==> src/rtl/core/sicrd_pkg.sv <==
package sicrd_pkg;

  // Field and register widths.
  localparam int unsigned ValueW      = 32;
  localparam int unsigned SymW        = 8;
  localparam int unsigned CountW      = 5;
  localparam int unsigned WordW       = 64;
  localparam int unsigned DigitW      = 4;

  // The largest radix the symbol table may define, and the byte slots held.
  localparam int unsigned MaxSymbols  = 16;
  localparam int unsigned SymbolSlots = 16;

  // The digit stack holds a full binary run of a 32-bit magnitude.
  localparam int unsigned StackDepth  = 32;
  localparam int unsigned StackAw     = $clog2(StackDepth);
  localparam int unsigned DepthW      = $clog2(StackDepth + 1);

  // The divider retires this many quotient bits per cycle.
  localparam int unsigned BitsPerStep = 8;
  localparam int unsigned DivSteps    = ValueW / BitsPerStep;
  localparam int unsigned StepW       = $clog2(DivSteps);

  // Register indices of the configuration port.
  localparam int unsigned CfgIdxW = 2;
  localparam logic [CfgIdxW-1:0] RegSymbolCount = 2'd0;
  localparam logic [CfgIdxW-1:0] RegSymbolsLow  = 2'd1;
  localparam logic [CfgIdxW-1:0] RegSymbolsHigh = 2'd2;

  // Reset contents: radix ten with the decimal digit characters.
  localparam logic [CountW-1:0] RstSymbolCount = 5'd10;
  localparam logic [WordW-1:0]  RstSymbolsLow  = 64'h3736_3534_3332_3130;
  localparam logic [WordW-1:0]  RstSymbolsHigh = 64'h0000_0000_0000_3938;

  // Characters that may not appear in the symbol set; the minus also marks
  // a negative value.
  localparam logic [SymW-1:0] ChPlus  = 8'h2B;
  localparam logic [SymW-1:0] ChMinus = 8'h2D;

  typedef enum logic [2:0] {
    StIdle,
    StCheck,
    StDiv,
    StSign,
    StEmit
  } state_e;

  // Commands from the controller to the datapath.
  typedef struct packed {
    logic load;
    logic div_step;
    logic push;
    logic emit_sign;
    logic emit_digit;
  } dp_cmd_t;

  // Status from the datapath to the controller.
  typedef struct packed {
    logic set_valid;
    logic quo_zero;
    logic neg;
    logic last_digit;
  } dp_stat_t;

  // Picks the symbol byte for one digit value.
  function automatic logic [SymW-1:0] symbol_at(input logic [WordW-1:0]  lo,
                                                input logic [WordW-1:0]  hi,
                                                input logic [DigitW-1:0] idx);
    logic [WordW-1:0] word;
    word = idx[DigitW-1] ? hi : lo;
    return word[idx[DigitW-2:0]*SymW +: SymW];
  endfunction

endpackage

==> src/rtl/core/signed_int_to_custom_radix_digits_unit.sv <==
// Writes a signed 32-bit value as a run of character bytes in the radix that
// the configured symbol table defines, most significant digit first, with a
// leading minus byte for a negative value; the most negative value is written
// correctly. A request is taken when start_i is high while busy_o is low.
// Each character appears on symbol_o for exactly one cycle with strobe_o high,
// and last_o marks the final character of the run; the receiver cannot stall
// the block, so it must take every strobed character. If the symbol set is
// invalid (fewer than two symbols, more than sixteen, a plus or minus sign
// among them, or a repeated symbol) the request produces no characters at
// all and busy_o drops again after the check. For a valid set the block
// first checks the symbol set; each digit then comes from the shared long
// divider, which retires eight quotient bits a cycle against the radix;
// a negative value then emits its minus byte, and each digit leaves the
// digit stack as one character.
// Configuration may only be written while busy_o is low and no characters are
// still due.
module signed_int_to_custom_radix_digits_unit (
  input  logic                                 clk_i,
  input  logic                                 rst_ni,
  input  logic                                 start_i,
  output logic                                 busy_o,
  input  logic signed [sicrd_pkg::ValueW-1:0]  value_i,
  input  logic                                 cfg_we_i,
  input  logic        [sicrd_pkg::CfgIdxW-1:0] cfg_idx_i,
  input  logic        [sicrd_pkg::WordW-1:0]   cfg_data_i,
  output logic                                 strobe_o,
  output logic        [sicrd_pkg::SymW-1:0]    symbol_o,
  output logic                                 last_o
);

  logic [sicrd_pkg::CountW-1:0] symbol_count_q;
  logic [sicrd_pkg::WordW-1:0]  symbols_low_q;
  logic [sicrd_pkg::WordW-1:0]  symbols_high_q;
  sicrd_pkg::dp_cmd_t           cmd;
  sicrd_pkg::dp_stat_t          stat;

  // Configuration registers. A write to an unused index is ignored.
  always_ff @(posedge clk_i or negedge rst_ni) begin
    if (!rst_ni) begin
      symbol_count_q <= sicrd_pkg::RstSymbolCount;
      symbols_low_q  <= sicrd_pkg::RstSymbolsLow;
      symbols_high_q <= sicrd_pkg::RstSymbolsHigh;
    end else if (cfg_we_i) begin
      case (cfg_idx_i)
        sicrd_pkg::RegSymbolCount: begin
          symbol_count_q <= cfg_data_i[sicrd_pkg::CountW-1:0];
        end
        sicrd_pkg::RegSymbolsLow: begin
          symbols_low_q <= cfg_data_i;
        end
        sicrd_pkg::RegSymbolsHigh: begin
          symbols_high_q <= cfg_data_i;
        end
        default: begin
        end
      endcase
    end
  end

  // The controller sequences check, division and output; the datapath holds
  // the magnitude, the divider, the digit stack and the output register.
  sicrd_ctrl u_ctrl (
    .clk_i   (clk_i),
    .rst_ni  (rst_ni),
    .start_i (start_i),
    .stat_i  (stat),
    .cmd_o   (cmd),
    .busy_o  (busy_o)
  );

  sicrd_datapath u_datapath (
    .clk_i          (clk_i),
    .rst_ni         (rst_ni),
    .cmd_i          (cmd),
    .stat_o         (stat),
    .value_i        (value_i),
    .symbol_count_i (symbol_count_q),
    .symbols_low_i  (symbols_low_q),
    .symbols_high_i (symbols_high_q),
    .symbol_o       (symbol_o),
    .last_o         (last_o),
    .strobe_o       (strobe_o)
  );

  // A character is only ever produced by a request in progress.
  assert property (@(posedge clk_i) disable iff (!rst_ni)
    strobe_o |-> $past(busy_o))
    else $error("character strobed without a request in progress");

  // The final character of a run coincides with the block falling idle.
  assert property (@(posedge clk_i) disable iff (!rst_ni)
    strobe_o && last_o |-> !busy_o)
    else $error("block still busy after the final character");

  // Any character before the final one leaves the block busy.
  assert property (@(posedge clk_i) disable iff (!rst_ni)
    strobe_o && !last_o |-> busy_o)
    else $error("run ended without a final character");

  // An accepted request always occupies the block in the next cycle.
  assert property (@(posedge clk_i) disable iff (!rst_ni)
    start_i && !busy_o |=> busy_o)
    else $error("accepted request did not start");

endmodule

==> src/rtl/core/sicrd_ctrl.sv <==
module sicrd_ctrl (
  input  logic               clk_i,
  input  logic               rst_ni,
  input  logic               start_i,
  input  sicrd_pkg::dp_stat_t stat_i,
  output sicrd_pkg::dp_cmd_t  cmd_o,
  output logic               busy_o
);

  sicrd_pkg::state_e state_q, state_d;
  logic [sicrd_pkg::StepW-1:0] step_q, step_d;
  logic                        div_last;

  assign div_last = (step_q == sicrd_pkg::StepW'(sicrd_pkg::DivSteps - 1));

  always_ff @(posedge clk_i or negedge rst_ni) begin
    if (!rst_ni) begin
      state_q <= sicrd_pkg::StIdle;
      step_q  <= '0;
    end else begin
      state_q <= state_d;
      step_q  <= step_d;
    end
  end

  // Next state.
  always_comb begin
    state_d = state_q;
    step_d  = '0;
    case (state_q)
      sicrd_pkg::StIdle: begin
        if (start_i) begin
          state_d = sicrd_pkg::StCheck;
        end
      end
      sicrd_pkg::StCheck: begin
        state_d = stat_i.set_valid ? sicrd_pkg::StDiv : sicrd_pkg::StIdle;
      end
      sicrd_pkg::StDiv: begin
        step_d = step_q + 1'b1;
        if (div_last && stat_i.quo_zero) begin
          state_d = stat_i.neg ? sicrd_pkg::StSign : sicrd_pkg::StEmit;
        end
      end
      sicrd_pkg::StSign: begin
        state_d = sicrd_pkg::StEmit;
      end
      sicrd_pkg::StEmit: begin
        if (stat_i.last_digit) begin
          state_d = sicrd_pkg::StIdle;
        end
      end
      default: begin
        state_d = sicrd_pkg::StIdle;
      end
    endcase
  end

  // Outputs.
  always_comb begin
    cmd_o  = '0;
    busy_o = 1'b1;
    case (state_q)
      sicrd_pkg::StIdle: begin
        busy_o     = 1'b0;
        cmd_o.load = start_i;
      end
      sicrd_pkg::StCheck: begin
      end
      sicrd_pkg::StDiv: begin
        cmd_o.div_step = 1'b1;
        cmd_o.push     = div_last;
      end
      sicrd_pkg::StSign: begin
        cmd_o.emit_sign = 1'b1;
      end
      sicrd_pkg::StEmit: begin
        cmd_o.emit_digit = 1'b1;
      end
      default: begin
        busy_o = 1'b0;
      end
    endcase
  end

endmodule

==> src/rtl/core/sicrd_datapath.sv <==
module sicrd_datapath (
  input  logic                                  clk_i,
  input  logic                                  rst_ni,
  input  sicrd_pkg::dp_cmd_t                     cmd_i,
  output sicrd_pkg::dp_stat_t                    stat_o,
  input  logic signed [sicrd_pkg::ValueW-1:0]   value_i,
  input  logic        [sicrd_pkg::CountW-1:0]   symbol_count_i,
  input  logic        [sicrd_pkg::WordW-1:0]    symbols_low_i,
  input  logic        [sicrd_pkg::WordW-1:0]    symbols_high_i,
  output logic        [sicrd_pkg::SymW-1:0]     symbol_o,
  output logic                                  last_o,
  output logic                                  strobe_o
);

  logic [sicrd_pkg::ValueW-1:0]   raw;
  logic [sicrd_pkg::ValueW-1:0]   mag_q, mag_d;
  logic [sicrd_pkg::DigitW-1:0]   rem_q, rem_d;
  logic                           neg_q;
  logic [sicrd_pkg::DepthW-1:0]   cnt_q;
  logic [sicrd_pkg::DepthW-1:0]   top_idx;
  logic [sicrd_pkg::DigitW-1:0]   stack_q [sicrd_pkg::StackDepth];
  logic [sicrd_pkg::BitsPerStep-1:0] qbyte;
  logic [sicrd_pkg::DigitW-1:0]   rem_step;
  logic [sicrd_pkg::DigitW:0]     trial;
  logic                           set_valid;
  logic [sicrd_pkg::SymW-1:0]     sym_a;
  logic [sicrd_pkg::SymW-1:0]     symbol_q, symbol_d;
  logic                           last_q, last_d;
  logic                           strobe_q;

  assign raw = value_i;

  // Symbol set check: radix in range, no sign characters, no repeats.
  always_comb begin
    set_valid = (symbol_count_i >= sicrd_pkg::CountW'(2)) &&
                (symbol_count_i <= sicrd_pkg::CountW'(sicrd_pkg::MaxSymbols)) &&
                (symbol_count_i <= sicrd_pkg::CountW'(sicrd_pkg::SymbolSlots));
    for (int i = 0; i < sicrd_pkg::SymbolSlots; i++) begin
      sym_a = sicrd_pkg::symbol_at(symbols_low_i, symbols_high_i,
                                   sicrd_pkg::DigitW'(i));
      if (sicrd_pkg::CountW'(i) < symbol_count_i) begin
        if (sym_a == sicrd_pkg::ChPlus || sym_a == sicrd_pkg::ChMinus) begin
          set_valid = 1'b0;
        end
        for (int j = i + 1; j < sicrd_pkg::SymbolSlots; j++) begin
          if ((sicrd_pkg::CountW'(j) < symbol_count_i) &&
              (sym_a == sicrd_pkg::symbol_at(symbols_low_i, symbols_high_i,
                                             sicrd_pkg::DigitW'(j)))) begin
            set_valid = 1'b0;
          end
        end
      end
    end
  end

  // Eight restoring long-division steps on the top byte of the magnitude.
  always_comb begin
    rem_step = rem_q;
    qbyte    = '0;
    trial    = '0;
    for (int b = 0; b < sicrd_pkg::BitsPerStep; b++) begin
      trial = {rem_step, mag_q[sicrd_pkg::ValueW-1-b]};
      if (trial >= symbol_count_i) begin
        trial                                = trial - symbol_count_i;
        qbyte[sicrd_pkg::BitsPerStep-1-b]    = 1'b1;
      end
      rem_step = trial[sicrd_pkg::DigitW-1:0];
    end
  end

  always_comb begin
    mag_d = mag_q;
    rem_d = rem_q;
    if (cmd_i.load) begin
      mag_d = raw[sicrd_pkg::ValueW-1] ? (sicrd_pkg::ValueW'(0) - raw) : raw;
      rem_d = '0;
    end else if (cmd_i.div_step) begin
      mag_d = {mag_q[sicrd_pkg::ValueW-sicrd_pkg::BitsPerStep-1:0], qbyte};
      rem_d = cmd_i.push ? '0 : rem_step;
    end
  end

  assign top_idx = cnt_q - 1'b1;

  always_comb begin
    symbol_d = symbol_q;
    last_d   = last_q;
    if (cmd_i.emit_sign) begin
      symbol_d = sicrd_pkg::ChMinus;
      last_d   = 1'b0;
    end else if (cmd_i.emit_digit) begin
      symbol_d = sicrd_pkg::symbol_at(symbols_low_i, symbols_high_i,
                                      stack_q[top_idx[sicrd_pkg::StackAw-1:0]]);
      last_d   = (cnt_q == sicrd_pkg::DepthW'(1));
    end
  end

  always_ff @(posedge clk_i) begin
    mag_q    <= mag_d;
    rem_q    <= rem_d;
    symbol_q <= symbol_d;
    last_q   <= last_d;
    if (cmd_i.load) begin
      neg_q <= raw[sicrd_pkg::ValueW-1];
    end
    if (cmd_i.push) begin
      stack_q[cnt_q[sicrd_pkg::StackAw-1:0]] <= rem_step;
    end
  end

  always_ff @(posedge clk_i or negedge rst_ni) begin
    if (!rst_ni) begin
      cnt_q    <= '0;
      strobe_q <= 1'b0;
    end else begin
      strobe_q <= cmd_i.emit_sign | cmd_i.emit_digit;
      if (cmd_i.load) begin
        cnt_q <= '0;
      end else if (cmd_i.push) begin
        cnt_q <= cnt_q + 1'b1;
      end else if (cmd_i.emit_digit) begin
        cnt_q <= top_idx;
      end
    end
  end

  assign stat_o.set_valid  = set_valid;
  assign stat_o.quo_zero   = ({mag_q[sicrd_pkg::ValueW-sicrd_pkg::BitsPerStep-1:0], qbyte}
                              == '0);
  assign stat_o.neg        = neg_q;
  assign stat_o.last_digit = (cnt_q == sicrd_pkg::DepthW'(1));

  assign symbol_o = symbol_q;
  assign last_o   = last_q;
  assign strobe_o = strobe_q;

endmodule
==> config.mk <==
export PLATFORM = sky130hd
export DESIGN_NAME = signed_int_to_custom_radix_digits_unit
export DESIGN_NICKNAME = d
export VERILOG_FILES = /design/src/rtl/core/sicrd_pkg.sv /design/src/rtl/core/signed_int_to_custom_radix_digits_unit.sv /design/src/rtl/core/sicrd_ctrl.sv /design/src/rtl/core/sicrd_datapath.sv
export SDC_FILE = /design/constraint.sdc
export NUM_CORES = 1
export LEC_CHECK = 0
export BUFFER_PORTS_ARGS = -buffer_cell sky130_fd_sc_hd__buf_2
export CAP_MARGIN = 5
export CORE_MARGIN = 4
export CORE_UTILIZATION = 55
export DETAILED_ROUTE_END_ITERATION = 7
export GPL_ROUTABILITY_DRIVEN = 0
export PLACE_DENSITY_LB_ADDON = 0.05
export SLEW_MARGIN = 10
export SYNTH_ARGS = -nofsm -noshare
export SYNTH_HDL_FRONTEND = slang
export SYNTH_HIERARCHICAL = 1
export SYNTH_SLANG_ARGS = --single-unit
==> constraint.sdc <==
create_clock -name clk_i -period 16.7 [get_ports clk_i]
set_input_delay 0.835 -clock clk_i [delete_from_list [all_inputs] [get_ports clk_i]]
set_output_delay 0.835 -clock clk_i [all_outputs]
set_load 0.02 [all_outputs]
== Word level (Yosys, flattened, before mapping) ==
Memory sizes are Yosys's and may differ from the RTL's.
Cells that the tools add are included.
Operators by class
  equality and inequality tests: 163
  shifts and indexed selects: 1
  reductions and logical operators: 149
  bitwise logic cells: 1
  order comparisons: 26
  mux-type cells: 190
  $add $sub $neg: 12
Operators by type and width (number)
  $eq 8x8->1: 120
  $eq 8x6->1 const B: 32
  $mux 1: 166
  $logic_and 1x1->1: 123
  $mux 32: 3
  $mux 64: 1
  $shiftx 64x7->8: 1
  $ge 5x5->1: 8
  $lt 4x5->1 const A: 8
  $mux 4: 9
  $logic_not 32->1: 1
  $sub 1x32->32 const A: 1
  $sub 4x4->4: 8
  $lt 3x5->1 const A: 4
  $mux 6: 3
  $logic_or 1x1->1: 16
  $pmux 3 s5: 1
  $mux 3: 4
  $lt 1x5->1 const A: 2
  $lt 2x5->1 const A: 2
  $add 6x1->6 const B: 1
  $eq 3x2->1 const B: 2
  $eq 6x1->1 const B: 1
  $mux 2: 3
  other kinds (18): 22
Storage, ports and cells
  input port bits: 102
  memories: 1
  flip-flop bits (word level): 191
  word-level logic and storage cells: 555
  memory bits (writable): 128
Memory list
  u_datapath.stack_q: words 32, bits a word 4, rd ports 1, clocked after memory_dff 0, wr ports 1, line sicrd_datapath.sv:21  | logic [sicrd_pkg::DigitW-1:0] stack_q [sicrd_pkg::StackDepth];

== Logic depth before layout (Yosys ltp) ==
Gate-level depths: netlist of run 1.
  depth in word-level cells: 157
  depth in mapped cells: 70

== Cells and area by module ==
The synthesis of run 1 kept the hierarchy.
By module, submodules not included
  sicrd_datapath: instances 1, cells an instance 2601, area an instance 23233.5 µm²
  signed_int_to_custom_radix_digits_unit: instances 1, cells an instance 283, area an instance 5500.3 µm²
  sicrd_ctrl: instances 1, cells an instance 33, area an instance 296.5 µm²

== Least setup slack after synthesis of run 1 ==
OpenSTA, ideal clock, no wires.
  kind: register -> register
  from: register symbol_count_q[1] (netlist name)
  to: memory u_datapath/stack_q[0][3] (netlist name) (data pin)
  setup time: 0.383 ns
  slack: 3.043 ns
  arrival time: 13.273 ns
  stages on the path, launching flop included: 67
  period minus slack after synthesis: 13.657 ns
  cells stage by stage: dfstp_2 > clkbuf_1 > inv_1 > ha_1 > nor2b_1 > o21ai_0 > nand3b_1 > a21o_1 > a21o_1 > clkbuf_1 > mux2i_1 > ha_1 > a21o_1 > a21o_1 > a21o_1 > a21oi_1 > mux2_2 > inv_1 > [31 not listed] > inv_1 > ha_1 > nor2b_1 > o21ai_0 > a31oi_1 > o21ai_0 > nand2b_1 > clkbuf_1 > mux2_2 > inv_1 > ha_1 > a21o_1 > a21o_1 > a21o_1 > a21o_1 > clkbuf_1 > a211o_1 > o211ai_1
Between the ends
  longest elaborated chain between the ends: 16
  elaborated cells on any way between the ends: 24
  classes of those cells: add/sub (8); order compare (8); mux (8)
Ends and longest elaborated chain
  start: declaration: line signed_int_to_custom_radix_digits_unit.sv:31  | logic [sicrd_pkg::CountW-1:0] symbol_count_q;
  start signal: assignment: line signed_int_to_custom_radix_digits_unit.sv:40  | symbol_count_q <= sicrd_pkg::RstSymbolCount;
  start signal: assignment: line signed_int_to_custom_radix_digits_unit.sv:46  | symbol_count_q <= cfg_data_i[sicrd_pkg::CountW-1:0];
  $sub 4x4->4 / $ge 5x5->1 (equally long branches): line sicrd_datapath.sv:64, sicrd_datapath.sv:63
  $mux 4: line sicrd_datapath.sv:63  | if (trial >= symbol_count_i) begin
  $sub 4x4->4 / $ge 5x5->1 (equally long branches): line sicrd_datapath.sv:64, sicrd_datapath.sv:63
  $mux 4: line sicrd_datapath.sv:63
  $sub 4x4->4 / $ge 5x5->1 (equally long branches): line sicrd_datapath.sv:64, sicrd_datapath.sv:63
  $mux 4: line sicrd_datapath.sv:63
  $ge 5x5->1 / $sub 4x4->4 (equally long branches): line sicrd_datapath.sv:63, sicrd_datapath.sv:64
  $mux 4: line sicrd_datapath.sv:63
  $sub 4x4->4 / $ge 5x5->1 (equally long branches): line sicrd_datapath.sv:64, sicrd_datapath.sv:63
  $mux 4: line sicrd_datapath.sv:63
  $sub 4x4->4 / $ge 5x5->1 (equally long branches): line sicrd_datapath.sv:64, sicrd_datapath.sv:63
  $mux 4: line sicrd_datapath.sv:63
  $ge 5x5->1 / $sub 4x4->4 (equally long branches): line sicrd_datapath.sv:63, sicrd_datapath.sv:64
  $mux 4: line sicrd_datapath.sv:63
  $sub 4x4->4 / $ge 5x5->1 (equally long branches): line sicrd_datapath.sv:64, sicrd_datapath.sv:63
  $mux 4 *: line sicrd_datapath.sv:63
  via u_datapath.trial, one bit: line sicrd_datapath.sv:24  | logic [sicrd_pkg::DigitW:0] trial;
  end: declaration: line sicrd_datapath.sv:21
The timed path passes the listed nets; every way through them passes the cells marked *.

==> results of run 1 <==
## cell type report
cell class / instances / area, um^2
Antenna cell: 4 / 10.0
Multi-Input combinational cell: 2234 / 18800
Tap cell: 680 / 851
Clock buffer: 44 / 941
Sequential cell: 319 / 8770
Inverter: 40 / 150
Clock inverter: 21 / 214
Fill cell: 4347 / 20600
Timing Repair Buffer: 238 / 1510
## metal layers
metal / vias up / GRT usage [%] / part of all wire [%]
met5: - / 0 / 0.046
met4: 8 / 22.1 / 7.3
met3: 575 / 9.27 / 12
met2: 1787 / 57.4 / 44
met1: 11687 / 46.8 / 37
li1: 10058 / - / -
## final timing paths
kind                       slack [ns]                              end  depth (start not counted)
max                              1.83    u_ctrl/state_q[1]$_DFFE_PN0P_                         65
min                              0.28   symbols_high_q[37]$_DFFE_PN0P_                          1
max reg2reg                      1.83    u_ctrl/state_q[1]$_DFFE_PN0P_                         65
min reg2reg                      0.45       u_ctrl/step_q[0]$_DFF_PN0_                          1
max in group asynchronous       14.99  u_datapath/cnt_q[0]$_DFFE_PN0P_                          2
min in group clk_i               0.45       u_ctrl/step_q[0]$_DFF_PN0_                          1
## cells by family (layout without fill, tap and decap cells)
logic type,after synthesis,after routing,share of synthesized area (%)
flops,319,319,30.2
buf+inv,364,343,5.28
compound gates,212,212,4.75
other cells,0,4,0
simple gates,665,665,12.7
fa+ha+maj,55,55,2.58
xor+xnor,1028,1028,31.1
mux,274,274,13.4
## metrics by stage
step                instances  area [um^2]  setup WS [ns]
finish                   3580        31200           1.83
detailed placement       3511        30000           1.94
floorplan                2917        29000           3.04
CTS                      3576        31200           1.90
global route             3577        31200          0.768
global placement         3511        30000           2.63
## critical path: cells and delay by family, from the launching register on
family,cells,cell delay (ns)
AOI/OAI and AO/OA,29,6.07
and+or+nand+nor,15,2.59
adders and majority gates,8,2.20
muxes,6,2.16
DFF,1,0.88
buffers and inverters,7,0.84
## registers in the layout (all words and copies together) (netlist names)
signal / flops
symbol_count_q: 5
symbols_high_q: 64
symbols_low_q: 64
u_ctrl/state_q: 3
u_ctrl/step_q: 2
u_datapath/cnt_q: 6
u_datapath/last_o: 1
u_datapath/mag_q: 32
u_datapath/neg_q: 1
u_datapath/rem_q: 4
u_datapath/stack_q: 128
u_datapath/strobe_o: 1
u_datapath/symbol_o: 8
## cells in the final DEF, fill, tap and decap left out, types with 18 or more instances in the layout
cell and count:
sky130_fd_sc_hd__xnor2_1 759, sky130_fd_sc_hd__xor2_1 267, sky130_fd_sc_hd__nand4_1 193, sky130_fd_sc_hd__edfxtp_1 161, sky130_fd_sc_hd__buf_4 126, sky130_fd_sc_hd__mux2_4 120, sky130_fd_sc_hd__buf_2 111, sky130_fd_sc_hd__dfrtp_1 107
sky130_fd_sc_hd__nor2_1 103, sky130_fd_sc_hd__nor4_1 87, sky130_fd_sc_hd__mux2i_1 74, sky130_fd_sc_hd__nand2_1 70, sky130_fd_sc_hd__nor3_1 66, sky130_fd_sc_hd__a21oi_1 57, sky130_fd_sc_hd__ha_1 47, sky130_fd_sc_hd__nand3_1 45
sky130_fd_sc_hd__mux2_2 39, sky130_fd_sc_hd__inv_1 38, sky130_fd_sc_hd__dfstp_2 37, sky130_fd_sc_hd__clkbuf_16 36, sky130_fd_sc_hd__mux4_2 32, sky130_fd_sc_hd__a31oi_1 25, sky130_fd_sc_hd__o21ai_0 25, sky130_fd_sc_hd__a21o_1 24
sky130_fd_sc_hd__nor2b_1 18
==> summary.md, run 1 <==
| Metric | Value |
|---|---|
| CTS clock-pin slew for the worst setup and hold paths | 0.06 ns |
| Number of violations of the max-capacitance limit | 0 |
| Top cells by area, synth | sky130_fd_sc_hd__xnor2_1 (23%), sky130_fd_sc_hd__edfxtp_1 (17%), sky130_fd_sc_hd__dfrtp_1 (9.3%), sky130_fd_sc_hd__xor2_1 (8.1%), sky130_fd_sc_hd__mux2_4 (6.2%) |
| Most used flip-flop cell after synthesis | sky130_fd_sc_hd__edfxtp_1 |
| Hold Buf Count CTS | 0 |
| Port Buffers | 112 |
| HPWL after detailed placement | 68.3 mm |
| Maximum frequency from static timing analysis | 67.2 MHz |
| First-pass GRT wire length | 159 mm |
| Post-synthesis async set-or-reset flop share | 45.5% |
| Final design utilization | 60.2% |
| Maximum clock skew at final layout | 0.0186 ns |
| Wire per inst | 30.3 um |
| Per-cell via count in the routed design | 6.74 |
| Data arrival time of the worst path | 15.33 ns |
| Maximum level of the CTS H-tree | 2 |
| Synthesized netlist cell count | 2917 |
| Startpoint of the most critical setup path | symbol_count_q[1]$_DFFE_PN1P_ |
| Post-CTS setup buffer count | 0 |
| WS Path Type | reg2reg |
| Reg2reg start | symbol_count_q[1]$_DFFE_PN1P_ |
| Number of synthesized register bits | 319 |
| Total standard cell area after synthesis | 29000 um^2 |
| Via count of the first global-routing pass | 24036 |
| Worst-case hold slack | 0.284 ns |
| Max transition margin | 21.9% |
| Data required time of the critical path | 17.16 ns |
| Unrepaired setup endpoints after global routing | false |
| Total wire length | 108 mm |
| Syn nets | 3074 |
| Total CTS buffers | 36 |
| DRC errors left | 0 |
| Skew-Pair Late Insertion Delay | 0.59 ns |
| Total vias in the final route | 24115 |
| Synth cell types | 70 |
| Final total negative setup slack | 0 ns |
| Number of sinks handled by clock tree synthesis | 319 |
| Maximum number of buffers from clock root to sink | 3 |
| Run status | finished clean |
| Number of enable-type register cells in the synthesized netlist | 161 |
| Share of post-route cells with drive strength above 1 | 18.8% |
| Starting utilization of the core area | 56.0% |
| 1st-iter DRT viols | 3704 |
| Total overflow reported by the global router | 0 |
| Root Buffer Master | sky130_fd_sc_hd__clkbuf_16 |
| Warning count from the yosys run | 6 |
| Most prevalent standard cell on the critical path | sky130_fd_sc_hd__a21o_1 |
| Count of standard-cell rows | 83 |
| Width of the chip | 238 um |
| Finish-stage setup viols | 0 |
| Post-cts resize count | 0 |
| Hold/Removal Path Class | in2async |
| Synthesized area divided by synthesized cell count | 9.95 um^2 |
| Largest net degree at the start of global routing | 82 |
| Initial antenna violation count | 8 |
| Final critical delay including setup and external delays | 14.87 ns |
| Full die area | 56500 um^2 |
| Slew of the pin with the lowest slew margin | 1.17 ns |
| Vertical die dimension | 238 um |
| Number of nets in the finished design | 3026 |
| Highest fanout seen on the critical path | 18 |
| Cell taking the most area after synthesis | sky130_fd_sc_hd__xnor2_1 |
| TritonCTS clock tree | done |
| Final-report max-slew violation count | 0 |
| Area share of the largest cell type after synthesis | 22.9% |
| Final number of hold-violating endpoints | 0 |
| Highest cell delay on the worst timing path | 0.88 ns |
| Post-route ant nets | 0 |
| Layout Area Growth over Synthesis | 7.49% |
| Core Footprint | 51800 um^2 |
| Leading cell type by number of instances after synthesis | sky130_fd_sc_hd__xnor2_1 |
| Portion of the clock cycle consumed by the worst path in the final layout | 89.0% |
| Slowest cell on crit path | sky130_fd_sc_hd__dfstp_2 |
| Category of the worst setup path capture point | flop |
| Sequential share of the synthesized area | 30.2% |
| Pre-Repair DR Iteration Count | 8 |
| I/O pin cnt | 113 |
| Startpoint Class | flop |
| Total routing usage reported by global routing | 37.0% |
| Most instantiated cells after synthesis | sky130_fd_sc_hd__xnor2_1 (759), sky130_fd_sc_hd__clkbuf_1 (273), sky130_fd_sc_hd__xor2_1 (267) |
Power of run 1 is left out: the tool's default activity adds up to more than one toggle a clock period on the data nets, which glitch-free logic cannot reach.
==> run 2, diff against run 1 <==
Settings changed: SYNTH_HIERARCHICAL 1 to unset.
==> run 2 against run 1 <==
Design area is 1.7% lower; final cell count is 0.47% lower; maximum frequency is 1.1% higher; worst hold slack worse by 0.063 ns; sequential share of layout area is 0.48 points higher; largest cell class unchanged.
==> summary.md, run 2 <==
| Metric | Value |
|---|---|
| I/O pin cnt | 113 |
| Highest fanout seen on the critical path | 33 |
| Total vias in the final route | 23631 |
| Number of synthesized register bits | 319 |
| Skew-Pair Late Insertion Delay | 0.62 ns |
| Final non-filler cell area | 30700 um^2 |
| WS Path Type | reg2reg |
| Wire per inst | 29.0 um |
| Highest cell delay on the worst timing path | 0.87 ns |
| Most instantiated cells after synthesis | sky130_fd_sc_hd__xnor2_1 (798), sky130_fd_sc_hd__xor2_1 (218), sky130_fd_sc_hd__nand4_1 (194) |
| Slew of the pin with the lowest slew margin | 1.32 ns |
| Count of inserted antenna diode cells | 0 |
| Flop2flop setup slack | 1.99 ns |
| Most prevalent standard cell on the critical path | sky130_fd_sc_hd__a21o_1 |
| Cell taking the most area after synthesis | sky130_fd_sc_hd__xnor2_1 |
| CTS clock-pin slew for the worst setup and hold paths | 0.06 ns |
| Final-report max-slew violation count | 0 |
| Most used flip-flop cell after synthesis | sky130_fd_sc_hd__edfxtp_1 |
| TritonCTS clock tree | done |
| Vertical die dimension | 236 um |
| Via count of the first global-routing pass | 23649 |
| Core Footprint | 51300 um^2 |
| Category of the worst setup path capture point | flop |
| Logic depth of the worst register-to-register path | 60 |
| Most common library cell in the layout ignoring fill and taps | sky130_fd_sc_hd__xnor2_1 |
| Largest net degree at the start of global routing | 84 |
| Finish-stage setup viols | 0 |
| Initial antenna violation count | 2 |
| Fill cells | 4380 |
| Reg2reg start | symbol_count_q[1]$_DFFE_PN1P_ |
| Pre-Repair DR Iteration Count | 6 |
| Area of placed instances | 29400 um^2 |
| First-pass GRT wire length | 153 mm |
| Slowest cell on crit path | sky130_fd_sc_hd__dfstp_2 |
| Maximum level of the CTS H-tree | 2 |
| Data required time of the critical path | 17.18 ns |
| Post-cts resize count | 0 |
| Footprint of the multi-input gates | 18200 um^2 |
| Total CTS buffers | 38 |
| Number of violations of the max-capacitance limit | 0 |
| Startpoint Class | flop |
| Total overflow reported by the global router | 0 |
| Final critical delay including setup and external delays | 14.71 ns |
| Number of nets in the finished design | 3013 |
| Count of standard-cell rows | 83 |
| FF+latch area | 8770 um^2 |
| Layout Area Growth over Synthesis | 7.55% |
| Max transition margin | 11.7% |
| Number of sinks handled by clock tree synthesis | 319 |
| Post-synthesis async set-or-reset flop share | 45.5% |
| Post-CTS setup buffer count | 0 |
| Critical R2R Capture | u_datapath.rem_q[1]$_SDFFE_PP0N_ |
| Maximum clock skew at final layout | 0.0472 ns |
| Total standard cell area after synthesis | 28500 um^2 |
| HPWL after detailed placement | 67.0 mm |
| Full die area | 55600 um^2 |
| Flip-flop count of the largest register, all copies and words added | 128 |
| Synthesized area divided by synthesized cell count | 9.78 um^2 |
| Unrepaired setup endpoints after global routing | false |
| Share of post-route cells with drive strength above 1 | 18.2% |
| Portion of the clock cycle consumed by the worst path in the final layout | 88.1% |
| Width of the chip | 236 um |
| Root Buffer Master | sky130_fd_sc_hd__clkbuf_16 |
| Hold Buf Count CTS | 0 |
| Hold/Removal Path Class | in2async |
| Port Buffers | 112 |
| Maximum number of buffers from clock root to sink | 3 |
| Final number of hold-violating endpoints | 0 |
| Synth cell types | 68 |
| Total wire length | 103 mm |
| Post-route ant nets | 0 |
| Area share of the largest cell type after synthesis | 24.5% |
| Syn nets | 3073 |
| DRC errors left | 0 |
| Starting utilization of the core area | 55.6% |
| Data arrival time of the worst path | 15.18 ns |
| Final total negative setup slack | 0 ns |
| Sequential share of the synthesized area | 30.7% |
| Number of enable-type register cells in the synthesized netlist | 161 |
| Total routing usage reported by global routing | 35.9% |
| Commonest cells after routing, fill and taps aside | sky130_fd_sc_hd__xnor2_1 (798), sky130_fd_sc_hd__xor2_1 (218), sky130_fd_sc_hd__nand4_1 (194), sky130_fd_sc_hd__edfxtp_1 (161), sky130_fd_sc_hd__mux2_2 (156) |
| 1st-iter DRT viols | 3002 |
| Synthesized netlist cell count | 2916 |
| Leading cell type by number of instances after synthesis | sky130_fd_sc_hd__xnor2_1 |
| Run status | finished clean |
| Top cells by area, synth | sky130_fd_sc_hd__xnor2_1 (25%), sky130_fd_sc_hd__edfxtp_1 (17%), sky130_fd_sc_hd__dfrtp_1 (9.5%), sky130_fd_sc_hd__xor2_1 (6.7%), sky130_fd_sc_hd__mux2_2 (6.2%) |
| Per-cell via count in the routed design | 6.63 |
| Maximum frequency from static timing analysis | 68.0 MHz |
| Warning count from the yosys run | 0 |
## run 2: changes by cell type in the layout (fill, tap and decap cells not counted), sizes merged, moves of 22 or more
cell   change
xor2      -50
nand3     -22
nor2      -25
o21ai     +35
xnor2     +39
## run 2: kinds of logic (layout without fill, tap and decap cells)
logic type | count (synthesis) | after routing | synth area share [%]
flip-flops | 319 | 319 | 30.7
multiplexers | 261 | 261 | 11.4
adder cells (fa/ha/maj) | 55 | 55 | 2.62
AO/OA/AOI/OAI | 269 | 269 | 6.26
AND/OR/NAND/NOR | 625 | 625 | 12.2
XOR/XNOR | 1017 | 1017 | 31.3
buffers and inverters | 370 | 337 | 5.47
## run 2: worst max path at each step
stage | to | startpoint | cells after the start
after floorplan | u_datapath.stack_q[0][0]$_DFFE_PP_ | symbol_count_q[1]$_DFFE_PN1P_ | 64
after global placement | u_datapath.stack_q[27][3]$_DFFE_PP_ | symbol_count_q[1]$_DFFE_PN1P_ | 59
after detailed placement | u_datapath.stack_q[25][3]$_DFFE_PP_ | symbol_count_q[1]$_DFFE_PN1P_ | 59
after CTS | u_datapath.stack_q[22][3]$_DFFE_PP_ | symbol_count_q[1]$_DFFE_PN1P_ | 59
after global routing | u_datapath.rem_q[1]$_SDFFE_PP0N_ | symbol_count_q[1]$_DFFE_PN1P_ | 60
final | u_datapath.rem_q[1]$_SDFFE_PP0N_ | symbol_count_q[1]$_DFFE_PN1P_ | 60
## run 2: stage by stage
stage	setup slack, ns	std cells	hold WS [ns]	util [%]
2_1_floorplan	3.25	2916	0.410	-
3_3_place_gp	2.71	3496	0.423	57.4
3_5_place_dp	2.00	3496	0.433	57.4
4_1_cts	2.00	3563	0.276	59.8
5_1_grt	0.974	3563	0.299	59.8
6_report	1.99	3563	0.220	59.8
## run 2: worst max-delay path: cells and delay by family, from the launching register on
kind                     cells  cell delay [ns]
AO/OA/AOI/OAI               29             5.65
multiplexers                 7             2.82
adder cells (fa/ha/maj)      8             2.35
AND/OR/NAND/NOR             11             2.13
flip-flops                   1             0.87
buffers and inverters        5             0.77
## run 2: area by class of cell
cell class	instances	share of cell area [%]
well taps	680	2.77
inverters	43	0.526
clock inverters	19	0.734
clock buffers	48	3.29
flip-flops and latches	319	28.6
multi-input cells	2227	59.4
repair buffers	227	4.66
## run 2: metal layers
| layer | track usage, % | up-vias | wire [um] |
|---|---|---|---|
| met1 | 45.3 | 11459 | 38900 |
| met5 | 0 | - | 40 |
| met4 | 19.6 | 6 | 6710 |
| li1 | - | 10093 | - |
| met2 | 56.6 | 1571 | 46500 |
| met3 | 8.87 | 502 | 11200 |
Power of run 2 is left out for the same reason.
